[config.mk]
export PLATFORM = sky130hd
export DESIGN_NAME = bmp_rgb24_stream_parser
export DESIGN_NICKNAME = d
export VERILOG_FILES = /design/src/hw/rtl/bmpp_pkg.sv /design/src/hw/rtl/bmpp_in_stage.sv /design/src/hw/rtl/bmpp_core.sv /design/src/hw/rtl/bmp_rgb24_stream_parser.sv
export SDC_FILE = /design/constraint.sdc
export NUM_CORES = 1
export LEC_CHECK = 0
export BUFFER_PORTS_ARGS = -buffer_cell sky130_fd_sc_hd__buf_2
export CORE_MARGIN = 2
export CORE_UTILIZATION = 50
export DETAILED_ROUTE_END_ITERATION = 12
export PLACE_DENSITY = 0.66
export SYNTH_ARGS = -nofsm -noshare
export SYNTH_HDL_FRONTEND = slang
export SYNTH_HIERARCHICAL = 1
export SYNTH_SLANG_ARGS = --single-unit
[constraint.sdc]
create_clock -name aclk -period 6.4 [get_ports aclk]
set_clock_uncertainty 0.15 [all_clocks]
set_input_delay 0.96 -clock aclk [delete_from_list [all_inputs] [get_ports aclk]]
set_output_delay 0.96 -clock aclk [all_outputs]
set_load 0.05 [all_outputs]
[src/hw/rtl/bmpp_pkg.sv]
// ============================================================================
// bmpp_pkg: shared types and constants of the BMP 24-bit stream parser
// Holds the item and result records, the result kind and error codes and the
// dimension and tdata widths used by the input stage, parser core and top level.
// ============================================================================
`default_nettype none

package bmpp_pkg;

    // Width of the image dimension fields and of the row counters.
    localparam int DIM_BITS = 14;

    // Packed width of the result tdata: the nine tdata fields, rounded up to bytes.
    localparam int RES_FIELD_BITS = 8 + DIM_BITS + 16 + 1 + 1 + 3 + DIM_BITS + DIM_BITS + 16;
    localparam int TDATA_W        = ((RES_FIELD_BITS + 7) / 8) * 8;

    typedef enum logic [1:0] {
        KIND_PIXEL   = 2'd0,
        KIND_HEADER  = 2'd1,
        KIND_ERROR   = 2'd2,
        KIND_ROW_END = 2'd3
    } kind_t;

    typedef enum logic [2:0] {
        ERR_NONE        = 3'd0,
        ERR_MAGIC       = 3'd1,
        ERR_RESERVED    = 3'd2,
        ERR_COMPRESSION = 3'd3,
        ERR_OFFSET      = 3'd4,
        ERR_TOO_LARGE   = 3'd5
    } err_t;

    // One input request as held in the input register.
    typedef struct packed {
        logic       file_start;
        logic [7:0] data_byte;
    } in_item_t;

    // Input register contents handed to the core.
    typedef struct packed {
        logic     valid;
        in_item_t item;
    } in_stage_t;

    // One result request.
    typedef struct packed {
        kind_t                result_kind;
        logic [7:0]           pixel_byte;
        logic [DIM_BITS-1:0]  row_index;
        logic [15:0]          byte_in_row;
        logic                 row_done;
        logic                 image_done;
        logic                 padding_bad;
        err_t                 error_code;
        logic [DIM_BITS-1:0]  image_width;
        logic [DIM_BITS-1:0]  image_height;
        logic [15:0]          pixel_bits;
    } result_t;

endpackage

`default_nettype wire

[src/hw/rtl/bmpp_in_stage.sv]
// ============================================================================
// bmpp_in_stage: input register of the BMP stream parser
// Captures one byte request from the slave side and holds it until the core
// takes it; refills in the same cycle the core drains it.
// ============================================================================
`default_nettype none

module bmpp_in_stage (
    input  wire logic                 aclk,
    input  wire logic                 aresetn,
    input  wire logic                 s_tvalid,
    output logic                      s_tready,
    input  wire bmpp_pkg::in_item_t   s_item,
    input  wire logic                 core_take,
    output bmpp_pkg::in_stage_t       stage
);

    logic                 valid_reg;
    bmpp_pkg::in_item_t   item_reg;

    assign s_tready = !valid_reg || core_take;

    always_ff @(posedge aclk) begin
        if (!aresetn) begin
            valid_reg <= 1'b0;
        end else if (s_tvalid && s_tready) begin
            valid_reg <= 1'b1;
        end else if (core_take) begin
            valid_reg <= 1'b0;
        end
    end

    // Payload: load on accept, hold otherwise.
    always_ff @(posedge aclk) begin
        if (s_tvalid && s_tready) begin
            item_reg <= s_item;
        end
    end

    assign stage.valid = valid_reg;
    assign stage.item  = item_reg;

endmodule

`default_nettype wire

[src/hw/rtl/bmpp_core.sv]
// ============================================================================
// bmpp_core: parse state and result register of the BMP stream parser
// Advances the header, skip, pixel and padding phases by one byte per take
// and loads the result register when the byte produces a result.
// ============================================================================
`default_nettype none

module bmpp_core (
    input  wire logic                 aclk,
    input  wire logic                 aresetn,
    input  wire bmpp_pkg::in_stage_t  stage,
    output logic                      core_take,
    output logic                      m_valid,
    input  wire logic                 m_tready,
    output bmpp_pkg::result_t         m_result
);

    localparam int D     = bmpp_pkg::DIM_BITS;
    localparam int ROW_W = D + 2;

    localparam logic [31:0] HDR_LEN      = 32'd54;
    localparam logic [31:0] DIM_LIMIT    = 32'((64'd1 << D) - 64'd1);
    localparam logic [31:0] ROW_LIMIT    = 32'h0000_FFFF;
    localparam logic [15:0] MAGIC        = 16'h4d42;
    localparam logic [15:0] DEPTH_RGB24  = 16'd24;
    localparam logic [31:0] POS_MAGIC    = 32'd1;
    localparam logic [31:0] POS_RESERVED = 32'd9;
    localparam logic [31:0] POS_OFFSET   = 32'd13;
    localparam logic [31:0] POS_WIDTH    = 32'd21;
    localparam logic [31:0] POS_HEIGHT   = 32'd25;
    localparam logic [31:0] POS_DEPTH    = 32'd29;
    localparam logic [31:0] POS_COMPRESS = 32'd33;
    localparam logic [31:0] POS_LAST     = 32'd53;

    typedef enum logic [2:0] {
        PH_HEADER,
        PH_SKIP,
        PH_PIXELS,
        PH_PAD,
        PH_IDLE
    } phase_t;

    function automatic logic [ROW_W-1:0] row_bytes(input logic [D-1:0] w);
        return {2'b00, w} + {1'b0, w, 1'b0};
    endfunction

    phase_t         phase_reg, phase_next;
    logic [31:0]    pos_reg, pos_next;
    logic [31:0]    shift_reg, shift_next;
    logic [D-1:0]   width_reg, width_next;
    logic [D-1:0]   height_reg, height_next;
    logic [15:0]    depth_reg, depth_next;
    logic [31:0]    offset_reg, offset_next;
    logic [D-1:0]   row_cnt_reg, row_cnt_next;
    logic [15:0]    row_byte_reg, row_byte_next;
    logic [1:0]     pad_cnt_reg, pad_cnt_next;
    logic [7:0]     pad_or_reg, pad_or_next;
    logic           out_valid_reg;
    bmpp_pkg::result_t out_reg;

    // Effective state after an optional file restart.
    phase_t         ph;
    logic [31:0]    pos, shf, off;
    logic [D-1:0]   wid, hgt, rcnt;
    logic [15:0]    dep, rbyte;
    logic [1:0]     pcnt;
    logic [7:0]     por;

    logic [7:0]       b;
    logic [31:0]      shift_in;
    logic [ROW_W-1:0] rb;
    logic [1:0]       pad_len;
    logic             last_row;
    logic [7:0]       por_new;
    logic             res_valid;
    bmpp_pkg::result_t res;

    assign core_take = stage.valid && (!out_valid_reg || m_tready);

    always_comb begin
        ph    = phase_reg;
        pos   = pos_reg;
        shf   = shift_reg;
        wid   = width_reg;
        hgt   = height_reg;
        dep   = depth_reg;
        off   = offset_reg;
        rcnt  = row_cnt_reg;
        rbyte = row_byte_reg;
        pcnt  = pad_cnt_reg;
        por   = pad_or_reg;
        if (stage.item.file_start) begin
            ph    = PH_HEADER;
            pos   = '0;
            shf   = '0;
            wid   = '0;
            hgt   = '0;
            dep   = '0;
            off   = '0;
            rcnt  = '0;
            rbyte = '0;
            pcnt  = '0;
            por   = '0;
        end

        b        = stage.item.data_byte;
        shift_in = {b, shf[31:8]};
        rb       = row_bytes(wid);
        pad_len  = wid[1:0];
        last_row = ({1'b0, rcnt} + {{D{1'b0}}, 1'b1}) >= {1'b0, hgt};
        por_new  = por | b;

        phase_next    = ph;
        pos_next      = (pos == 32'hFFFF_FFFF) ? pos : pos + 32'd1;
        shift_next    = shf;
        width_next    = wid;
        height_next   = hgt;
        depth_next    = dep;
        offset_next   = off;
        row_cnt_next  = rcnt;
        row_byte_next = rbyte;
        pad_cnt_next  = pcnt;
        pad_or_next   = por;

        res             = '0;
        res.result_kind = bmpp_pkg::KIND_PIXEL;
        res.error_code  = bmpp_pkg::ERR_NONE;
        res_valid       = 1'b0;

        case (ph)
            PH_HEADER: begin
                shift_next = shift_in;
                if (pos == POS_MAGIC && shift_in[31:16] != MAGIC) begin
                    res.error_code = bmpp_pkg::ERR_MAGIC;
                end else if (pos == POS_RESERVED && shift_in != 32'd0) begin
                    res.error_code = bmpp_pkg::ERR_RESERVED;
                end else if (pos == POS_OFFSET) begin
                    offset_next = shift_in;
                    if (shift_in < HDR_LEN) begin
                        res.error_code = bmpp_pkg::ERR_OFFSET;
                    end
                end else if (pos == POS_WIDTH) begin
                    if (shift_in > DIM_LIMIT) begin
                        res.error_code = bmpp_pkg::ERR_TOO_LARGE;
                    end else begin
                        width_next = shift_in[D-1:0];
                    end
                end else if (pos == POS_HEIGHT) begin
                    if (shift_in > DIM_LIMIT) begin
                        res.error_code = bmpp_pkg::ERR_TOO_LARGE;
                    end else begin
                        height_next = shift_in[D-1:0];
                    end
                end else if (pos == POS_DEPTH) begin
                    depth_next = shift_in[31:16];
                    if (shift_in[31:16] == DEPTH_RGB24
                        && 32'(rb) > ROW_LIMIT) begin
                        res.error_code = bmpp_pkg::ERR_TOO_LARGE;
                    end
                end else if (pos == POS_COMPRESS && shift_in != 32'd0) begin
                    res.error_code = bmpp_pkg::ERR_COMPRESSION;
                end else if (pos == POS_LAST) begin
                    res_valid        = 1'b1;
                    res.result_kind  = bmpp_pkg::KIND_HEADER;
                    res.image_width  = wid;
                    res.image_height = hgt;
                    res.pixel_bits   = dep;
                    row_cnt_next     = '0;
                    row_byte_next    = '0;
                    pad_cnt_next     = '0;
                    pad_or_next      = '0;
                    if (dep != DEPTH_RGB24 || wid == '0 || hgt == '0) begin
                        phase_next = PH_IDLE;
                    end else if (off == HDR_LEN) begin
                        phase_next = PH_PIXELS;
                    end else begin
                        phase_next = PH_SKIP;
                    end
                end
                if (res.error_code != bmpp_pkg::ERR_NONE) begin
                    res_valid       = 1'b1;
                    res.result_kind = bmpp_pkg::KIND_ERROR;
                    phase_next      = PH_IDLE;
                end
            end
            PH_SKIP: begin
                if (pos_next >= off) begin
                    phase_next = PH_PIXELS;
                end
            end
            PH_PIXELS: begin
                res_valid       = 1'b1;
                res.result_kind = bmpp_pkg::KIND_PIXEL;
                res.pixel_byte  = b;
                res.row_index   = hgt - {{(D-1){1'b0}}, 1'b1} - rcnt;
                res.byte_in_row = rbyte;
                if ((32'(rbyte) + 32'd1) >= 32'(rb)) begin
                    if (pad_len == 2'd0) begin
                        res.row_done   = 1'b1;
                        res.image_done = last_row;
                        row_cnt_next   = rcnt + {{(D-1){1'b0}}, 1'b1};
                        row_byte_next  = '0;
                        pad_cnt_next   = '0;
                        pad_or_next    = '0;
                        phase_next     = last_row ? PH_IDLE : PH_PIXELS;
                    end else begin
                        phase_next   = PH_PAD;
                        pad_cnt_next = '0;
                        pad_or_next  = '0;
                    end
                end else begin
                    row_byte_next = rbyte + 16'd1;
                end
            end
            PH_PAD: begin
                pad_or_next = por_new;
                if (({1'b0, pcnt} + 3'd1) >= {1'b0, pad_len}) begin
                    res_valid       = 1'b1;
                    res.result_kind = bmpp_pkg::KIND_ROW_END;
                    res.row_index   = hgt - {{(D-1){1'b0}}, 1'b1} - rcnt;
                    res.row_done    = 1'b1;
                    res.padding_bad = (por_new != 8'd0);
                    res.image_done  = last_row;
                    row_cnt_next    = rcnt + {{(D-1){1'b0}}, 1'b1};
                    row_byte_next   = '0;
                    pad_cnt_next    = '0;
                    pad_or_next     = '0;
                    phase_next      = last_row ? PH_IDLE : PH_PIXELS;
                end else begin
                    pad_cnt_next = pcnt + 2'd1;
                end
            end
            default: begin
                phase_next = PH_IDLE;
            end
        endcase
    end

    always_ff @(posedge aclk) begin
        if (!aresetn) begin
            phase_reg     <= PH_HEADER;
            pos_reg       <= '0;
            shift_reg     <= '0;
            width_reg     <= '0;
            height_reg    <= '0;
            depth_reg     <= '0;
            offset_reg    <= '0;
            row_cnt_reg   <= '0;
            row_byte_reg  <= '0;
            pad_cnt_reg   <= '0;
            pad_or_reg    <= '0;
            out_valid_reg <= 1'b0;
        end else begin
            if (core_take) begin
                phase_reg     <= phase_next;
                pos_reg       <= pos_next;
                shift_reg     <= shift_next;
                width_reg     <= width_next;
                height_reg    <= height_next;
                depth_reg     <= depth_next;
                offset_reg    <= offset_next;
                row_cnt_reg   <= row_cnt_next;
                row_byte_reg  <= row_byte_next;
                pad_cnt_reg   <= pad_cnt_next;
                pad_or_reg    <= pad_or_next;
                out_valid_reg <= res_valid;
            end else if (m_tready) begin
                out_valid_reg <= 1'b0;
            end
        end
    end

    // Result payload: load only when a take produces a result.
    always_ff @(posedge aclk) begin
        if (core_take && res_valid) begin
            out_reg <= res;
        end
    end

    assign m_valid  = out_valid_reg;
    assign m_result = out_reg;

    a_error_has_code: assert property (@(posedge aclk) disable iff (!aresetn)
        out_valid_reg && out_reg.result_kind == bmpp_pkg::KIND_ERROR
        |-> out_reg.error_code != bmpp_pkg::ERR_NONE)
        else $error("error result without an error code");

    a_image_done_closes_row: assert property (@(posedge aclk) disable iff (!aresetn)
        out_valid_reg && out_reg.image_done |-> out_reg.row_done)
        else $error("image end without row end");

    a_pad_needs_padding: assert property (@(posedge aclk) disable iff (!aresetn)
        phase_reg == PH_PAD |-> width_reg[1:0] != 2'd0)
        else $error("padding phase for a row without padding");

    a_header_in_range: assert property (@(posedge aclk) disable iff (!aresetn)
        phase_reg == PH_HEADER |-> pos_reg < HDR_LEN)
        else $error("header phase past the header");

    a_row_in_range: assert property (@(posedge aclk) disable iff (!aresetn)
        (phase_reg == PH_PIXELS || phase_reg == PH_PAD) |-> row_cnt_reg < height_reg)
        else $error("row counter past the image height");

endmodule

`default_nettype wire

[src/hw/rtl/bmp_rgb24_stream_parser.sv]
// ============================================================================
// bmp_rgb24_stream_parser: BMP file byte stream to 24-bit pixel byte stream
// Parses the file and info headers, checks them and emits a header request; for
// 24-bit files it skips to the pixel data and emits each pixel byte with its row
// and byte position, closing rows and the image. A bad header emits a single error request.
// ============================================================================
//
//   channel   direction  tdata                     tuser        tlast
//   s_        in         data_byte [7:0]           file_start   -
//   m_        out        result fields, see below  result_kind  image_done
//
// Cycles: one byte request a clock sustained while m_tready stays high; a
//   byte passes the input register and the parse logic into the result
//   register. Each byte yields zero or one result request.
// Reset: aresetn low clears the valid flags of both registers and puts the parser at the start
//   of a file; file_start restarts it at the marked byte.
// Stalls: with m_tready low the result is held, the input register still
//   takes one more byte, and s_tready drops once both are full.
// ============================================================================
`default_nettype none

module bmp_rgb24_stream_parser (
    input  wire logic                          aclk,
    input  wire logic                          aresetn,

    input  wire logic                          s_tvalid,
    output logic                               s_tready,
    input  wire logic [7:0]                    s_tdata,  // [7:0] data_byte
    input  wire logic                          s_tuser,  // [0] file_start

    output logic                               m_tvalid,
    input  wire logic                          m_tready,
    // From bit 0 up: pixel_byte, row_index, byte_in_row, row_done, padding_bad,
    // error_code, image_width, image_height, pixel_bits, zero fill.
    output logic [bmpp_pkg::TDATA_W-1:0]       m_tdata,
    output logic [1:0]                         m_tuser,  // [1:0] result_kind
    output logic                               m_tlast   // image_done
);

    bmpp_pkg::in_item_t   s_item;
    bmpp_pkg::in_stage_t  stage;
    bmpp_pkg::result_t    result;
    logic                 core_take;

    assign s_item.data_byte  = s_tdata;
    assign s_item.file_start = s_tuser;

    // Hold the accepted byte until the core takes it.
    bmpp_in_stage u_in_stage (
        .aclk      (aclk),
        .aresetn   (aresetn),
        .s_tvalid  (s_tvalid),
        .s_tready  (s_tready),
        .s_item    (s_item),
        .core_take (core_take),
        .stage     (stage)
    );

    // Advance the parse state and register the result.
    bmpp_core u_core (
        .aclk      (aclk),
        .aresetn   (aresetn),
        .stage     (stage),
        .core_take (core_take),
        .m_valid   (m_tvalid),
        .m_tready  (m_tready),
        .m_result  (result)
    );

    // Pack the result fields, lowest field first, zero fill on top.
    assign m_tdata = {
        {(bmpp_pkg::TDATA_W - bmpp_pkg::RES_FIELD_BITS){1'b0}},
        result.pixel_bits,
        result.image_height,
        result.image_width,
        result.error_code,
        result.padding_bad,
        result.row_done,
        result.byte_in_row,
        result.row_index,
        result.pixel_byte
    };
    assign m_tuser = result.result_kind;
    assign m_tlast = result.image_done;

endmodule

`default_nettype wire

==> results of run 1 <==
[through the flow]
step	instances	power [mW]	hold slack [ps]
finish	2312	3.93	300
global route	2312	4.06	342
CTS	2312	3.96	307
detailed placement	2254	2.12	292
global placement	2254	2.12	288
floorplan	1831	2.05	267
[layout by cell type (no fill, tap or decap), drive strengths merged, types with 38 or more instances in the layout]
master	count
nand3	52
inv	60
buf	125
edfxtp	99
clkbuf	38
dfxtp	177
ha	96
nor2b	118
a21boi	39
nor2	145
a21oi	57
xnor2	41
nand2	244
and2	56
o21ai	116
a22oi	73
[area by class of cell]
| cell class | count | area [sq um] | share of cell area (%) |
|---|---|---|---|
| tap | 402 | 503 | 2.82 |
| clock inverter | 20 | 219 | 1.23 |
| clock buffer | 38 | 843 | 4.73 |
| sequential | 276 | 6520 | 36.6 |
| timing repair buffer | 125 | 693 | 3.89 |
| multi-input combinational | 1392 | 8830 | 49.5 |
| inverter | 59 | 221 | 1.24 |
[tightest hold or removal path, delay by kind of cell (launching register included)]
family             cells  cell delay [ps]
and+or+nand+nor        1               50
DFF                    1              320
AOI/OAI and AO/OA      1               50
[power groups by stage]
| stage | Combinational, mW | Sequential [mW] | Clock (mW) |
|---|---|---|---|
| detailed placement | 0.236 | 1.89 | 0 |
| CTS | 0.237 | 1.85 | 1.88 |
| floorplan | 0.130 | 1.92 | 0 |
| global placement | 0.234 | 1.89 | 0 |
| finish | 0.239 | 1.85 | 1.84 |
| global route | 0.255 | 1.85 | 1.95 |
[logic make-up after synthesis]
kind of cell,count (synthesis),synth area share [%]
multiplexers,1,0.0703
buffers and inverters,163,4.33
XOR/XNOR,76,4.20
AND/OR/NAND/NOR,782,24.6
flip-flops,276,40.7
AO/OA/AOI/OAI,434,18.3
other,1,0.0234
adder cells (fa/ha/maj),98,7.75
[how the worst min path moves through the flow]
stage                         start                    to  cells after the start
6_report        u_core/width_reg[0]   u_core/width_reg[0]                      2
2_1_floorplan   u_core/width_reg[0]   u_core/width_reg[0]                      2
5_1_grt        u_core/width_reg[12]  u_core/width_reg[12]                      2
4_1_cts         u_core/width_reg[0]   u_core/width_reg[0]                      2
3_3_place_gp   u_core/width_reg[13]  u_core/width_reg[13]                      2
3_5_place_dp    u_core/width_reg[0]   u_core/width_reg[0]                      2
[layer usage]
layer,global-route usage (%),routed length [um]
met1,33.4,18600
met2,44.1,21000
met3,2.64,2440
met4,7.26,1140
met5,0,0
==> metrics.csv, run 1 <==
metric,value,unit
outcome,completed,
viasPerCell,5.93,
insertion_delay,580,ps
crit_top_cell,ha_1,
slew_viol_final,0,
p_clk_share,46.9,%
syn_nets,1942,
syn2layout_area_growth,11.2,%
drc,0,
die-area,33500,sq um
worstSetupPathType,flop to flop,
synthTopCellsByArea,"dfxtp_1 22%, edfxtp_1 19%, ha_1 7.5%",
period_minus_slack,5830,ps
reg2reg_to,u_core/row_byte_reg[12],
num_rows,65,
place_congestion,0.924,
antenna_left,0,
numCtsBuffers,31,
hold_viol_final,0,
max_freq,172,MHz
drt-total-wl,43.2,mm
placed_cell_area,16800,sq um
yosys.area.top_type,dfxtp_1,
grt_pass1_vias,12835,
post_cts_buffers,0,
pwr_density_cell,221,nW/um^2
yosysMostFrequentCell,nand2_1,
hold_path_class,flop to flop,
setup-violations-final,0,
grt_max_degree,74,
crit_arrival,6180,ps
grt_pass1_wl,68.8,mm
die_y,183,um
track_usage,25.3,%
hold_buffers,0,
switching_share,24.0,%
synth-async-reset-ratio,0,%
cp_cell_sequence,"buf_4, nor2b_1, ha_1, ha_1, o21ai_0, a221oi_1, o2bb2ai_1, o2111ai_1, a21oi_1, a21o_1, a21o_1, xnor2_1, ha_1, o21a_1, a21oi_1, a31oi_1, buf_4, or3_1, nor2_1, a22oi_1, nor2b_1",
power.switching,0.946,mW
cp-end-kind,flop,
io_buffer_count,104,
cp.required,6750,ps
fin_util,56.5,%
finalSetupTns,0,ps
synth_edf_count,99,
worst_ir_drop_vdd,0.000245,V
period_share,91.0,%
ys_seq_area_share,40.7,%
synth_cells,1831,
cts_resized,0,
synth_cell_types,90,
path_clk_slew,60,ps
p_leak,6.47,nW
p_int,2.99,mW
endpoint,u_core/row_byte_reg[12],
cpMaxStageDelayCell,nor2_1,
yosys-top-cells-count,"244 x nand2_1, 177 x dfxtp_1, 141 x nor2_1, 117 x nor2b_1, 104 x o21ai_0",
startpoint,u_in_stage/stage[8],
fillerInstances,2865,
finalNetCount,1996,
drt-initial-drc-count,1111,
r2r_cells,21,
cts_tree,built,
num_io_pins,106,
initial_core_util,50.8,%
synth.avg_cell_area,8.75,sq um
h-tree-depth,1,
core,31600,sq um
largest_reg_flops,90,
maxSlewHeadroom,23.5,%
cts_root_buffer,clkbuf_16,
seq_power_share,47.1,%
drtPass1Iterations,5,
worst_slew_pin_slew,1150,ps
rr_startpoint,u_in_stage/stage[8],
fin_ws,573,ps
ys_dominant_reg_cell,dfxtp_1,
clock_path_buffers,3,
post_drt_wl_per_cell,18.7,um
slowest_delay,810,ps
drive_gt1_share,11.0,%
critPathLaunchType,flop,
syn-cell-area,16000,sq um
dp_slack,638,ps
crit_family,compound AO/OA/AOI/OAI gates,
rsz0062_at_grt,no,
worst-path-max-fanout,22,
die_x,183,um
vias,13708,
reg2reg_slack,570,ps
hpwlAfterDp,31.0,mm
crit_cells,21,
diodes,0,
gr-total-overflow,0,
p_comb_share,6.1,%
crit_buf_inv,2,
design_area,17800,sq um
yosysWarnings,6,
antenna_found_initial,0,
ys_ff_latch,276,
synth_top_area_share,22.1,%
clkSinkCount,276,
max-cap-violations,0,
(Power assumes the default switching activity.)
==> inputs of run 2 (changes only) <==
CORE_ASPECT_RATIO = 1.5   (was not set)
==> run 2 against run 1 <==
Effect of this change: fmax grew 2.1%; critical path depth decreased by 1; worst hold slack lost 5.2 ps; utilization fell by 0.43 points; sequential share of layout area grew 0.075 points; combinational power about the same; non-clock buffer count rose by 2; flip-flop and latch count unchanged; die area hardly changed; count of clock-buffer cells in the layout did not move; via count is 0.15% higher.
==> metrics.csv, run 2 (same netlist as run 1, synthesis figures left out) <==
metric,value,unit
cp-end-kind,flop,
drt-total-wl,45.4,mm
hpwlAfterDp,32.8,mm
min_path_cells,2,
worst_slew_pin_slew,1270,ps
mostFrequentLayoutCells,"244 x nand2_1, 177 x dfxtp_1, 141 x nor2_1",
cp.required,6740,ps
dpl.cell_count,2264,
die-area,33500,sq um
h-tree-depth,1,
drc,0,
hold_path_class,flop to flop,
max_freq,175,MHz
num_io_pins,106,
slew_viol_final,0,
post_drt_wl_per_cell,19.6,um
grt_pass1_wl,71.1,mm
worst-path-max-fanout,15,
setup-violations-final,0,
largest_reg_flops,90,
final_common_cell,nand2_1,
cts_root_buffer,clkbuf_16,
stdcell_count,2316,
initial_core_util,50.5,%
period_share,89.2,%
maxSlewHeadroom,15.1,%
worstSetupPathType,flop to flop,
finalHoldWorstSlack,295,ps
hold_buffers,0,
rsz0062_at_grt,no,
hold_viol_final,0,
critPathLaunchType,flop,
rr_startpoint,u_in_stage/stage[8],
holdCritStartpoint,u_core/width_reg[0],
dp_slack,858,ps
reg2reg_to,u_core/row_byte_reg[8],
numCtsBuffers,28,
grt_pass1_vias,13308,
pwr_density_cell,219,nW/um^2
clock_path_buffers,3,
drt-initial-drc-count,978,
period_minus_slack,5710,ps
viasPerCell,5.93,
outcome,completed,
vias,13728,
r2r_cells,20,
finalNetCount,1995,
clkSinkCount,276,
track_usage,26.9,%
p_leak,6.46,nW
num_rows,80,
path_clk_slew,60,ps
crit_arrival,6050,ps
post_cts_buffers,0,
drive_gt1_share,11.1,%
max-cap-violations,0,
finalSetupTns,0,ps
reg2reg_slack,690,ps
placed_cell_area,16800,sq um
syn2layout_area_growth,11.0,%
grt_max_degree,81,
die_x,150,um
fin_util,56.1,%
core,31700,sq um
antenna_left,0,
cts_tree,built,
cts_resized,0,
insertion_delay,590,ps
fin_ws,694,ps
diodes,0,
worst_ir_drop_vdd,0.000205,V
antenna_found_initial,0,
io_buffer_count,104,
drtPass1Iterations,7,
die_y,223,um
place_congestion,0.963,
power.total,3.89,mW
design_area,17800,sq um
whs_endpoint,u_core/width_reg[0],
gr-total-overflow,0,
-- run 2: cell type report --
cell class                 instances  area, sq um
fill                            2957        13900
multi-input combinational       1392         8820
sequential                       276         6520
clock buffer                      38          836
timing repair buffer             127          693
tap                              410          513
inverter                          59          221
clock inverter                    14          185
-- run 2: routing by layer --
metal	track usage, %	share of wire, %	vias to the layer above
met2	47.8	51	456
li1	-	-	6619
met1	30.7	38	6514
met4	15.6	6.2	0
met5	0	0	-
met3	3.01	4.6	139
-- run 2: where the power goes --
group / switching (mW) / total [mW] / internal, mW / leakage [nW]
Clock: 0.749 / 1.80 / 1.05 / 0.498
Sequential: 0.0203 / 1.85 / 1.83 / 2.16
Combinational: 0.182 / 0.239 / 0.0572 / 3.80
-- run 2: worst max-delay path: stages (launching register included) --
cell and delay [ps]:
edfxtp_1 440, nor2b_1 310, ha_1 280, ha_1 270, o21ai_0 100, a221oi_1 540
o2bb2ai_1 180, o2111ai_1 150, a21oi_1 240, a21o_1 150, a21o_1 140, xnor2_1 130
ha_1 260, o21a_1 180, a21oi_1 140, a31oi_1 90, buf_4 160, or3_1 400
nor2_1 880, a22oi_1 270, nor2b_1 170
-- run 2: worst max-delay path by stage --
| stage | start | endpoint | slack (ps) | depth (start not counted) |
|---|---|---|---|---|
| floorplan | u_in_stage/stage[8] | u_core/row_cnt_reg[7] | 800 | 27 |
| global placement | u_in_stage/stage[8] | u_core/row_byte_reg[12] | 1040 | 20 |
| detailed placement | u_in_stage/stage[8] | u_core/row_byte_reg[9] | 860 | 20 |
| CTS | u_in_stage/stage[8] | u_core/row_byte_reg[8] | 780 | 20 |
| global route | u_in_stage/stage[8] | u_core/row_byte_reg[8] | 170 | 20 |
| finish | u_in_stage/stage[8] | u_core/row_byte_reg[8] | 690 | 20 |
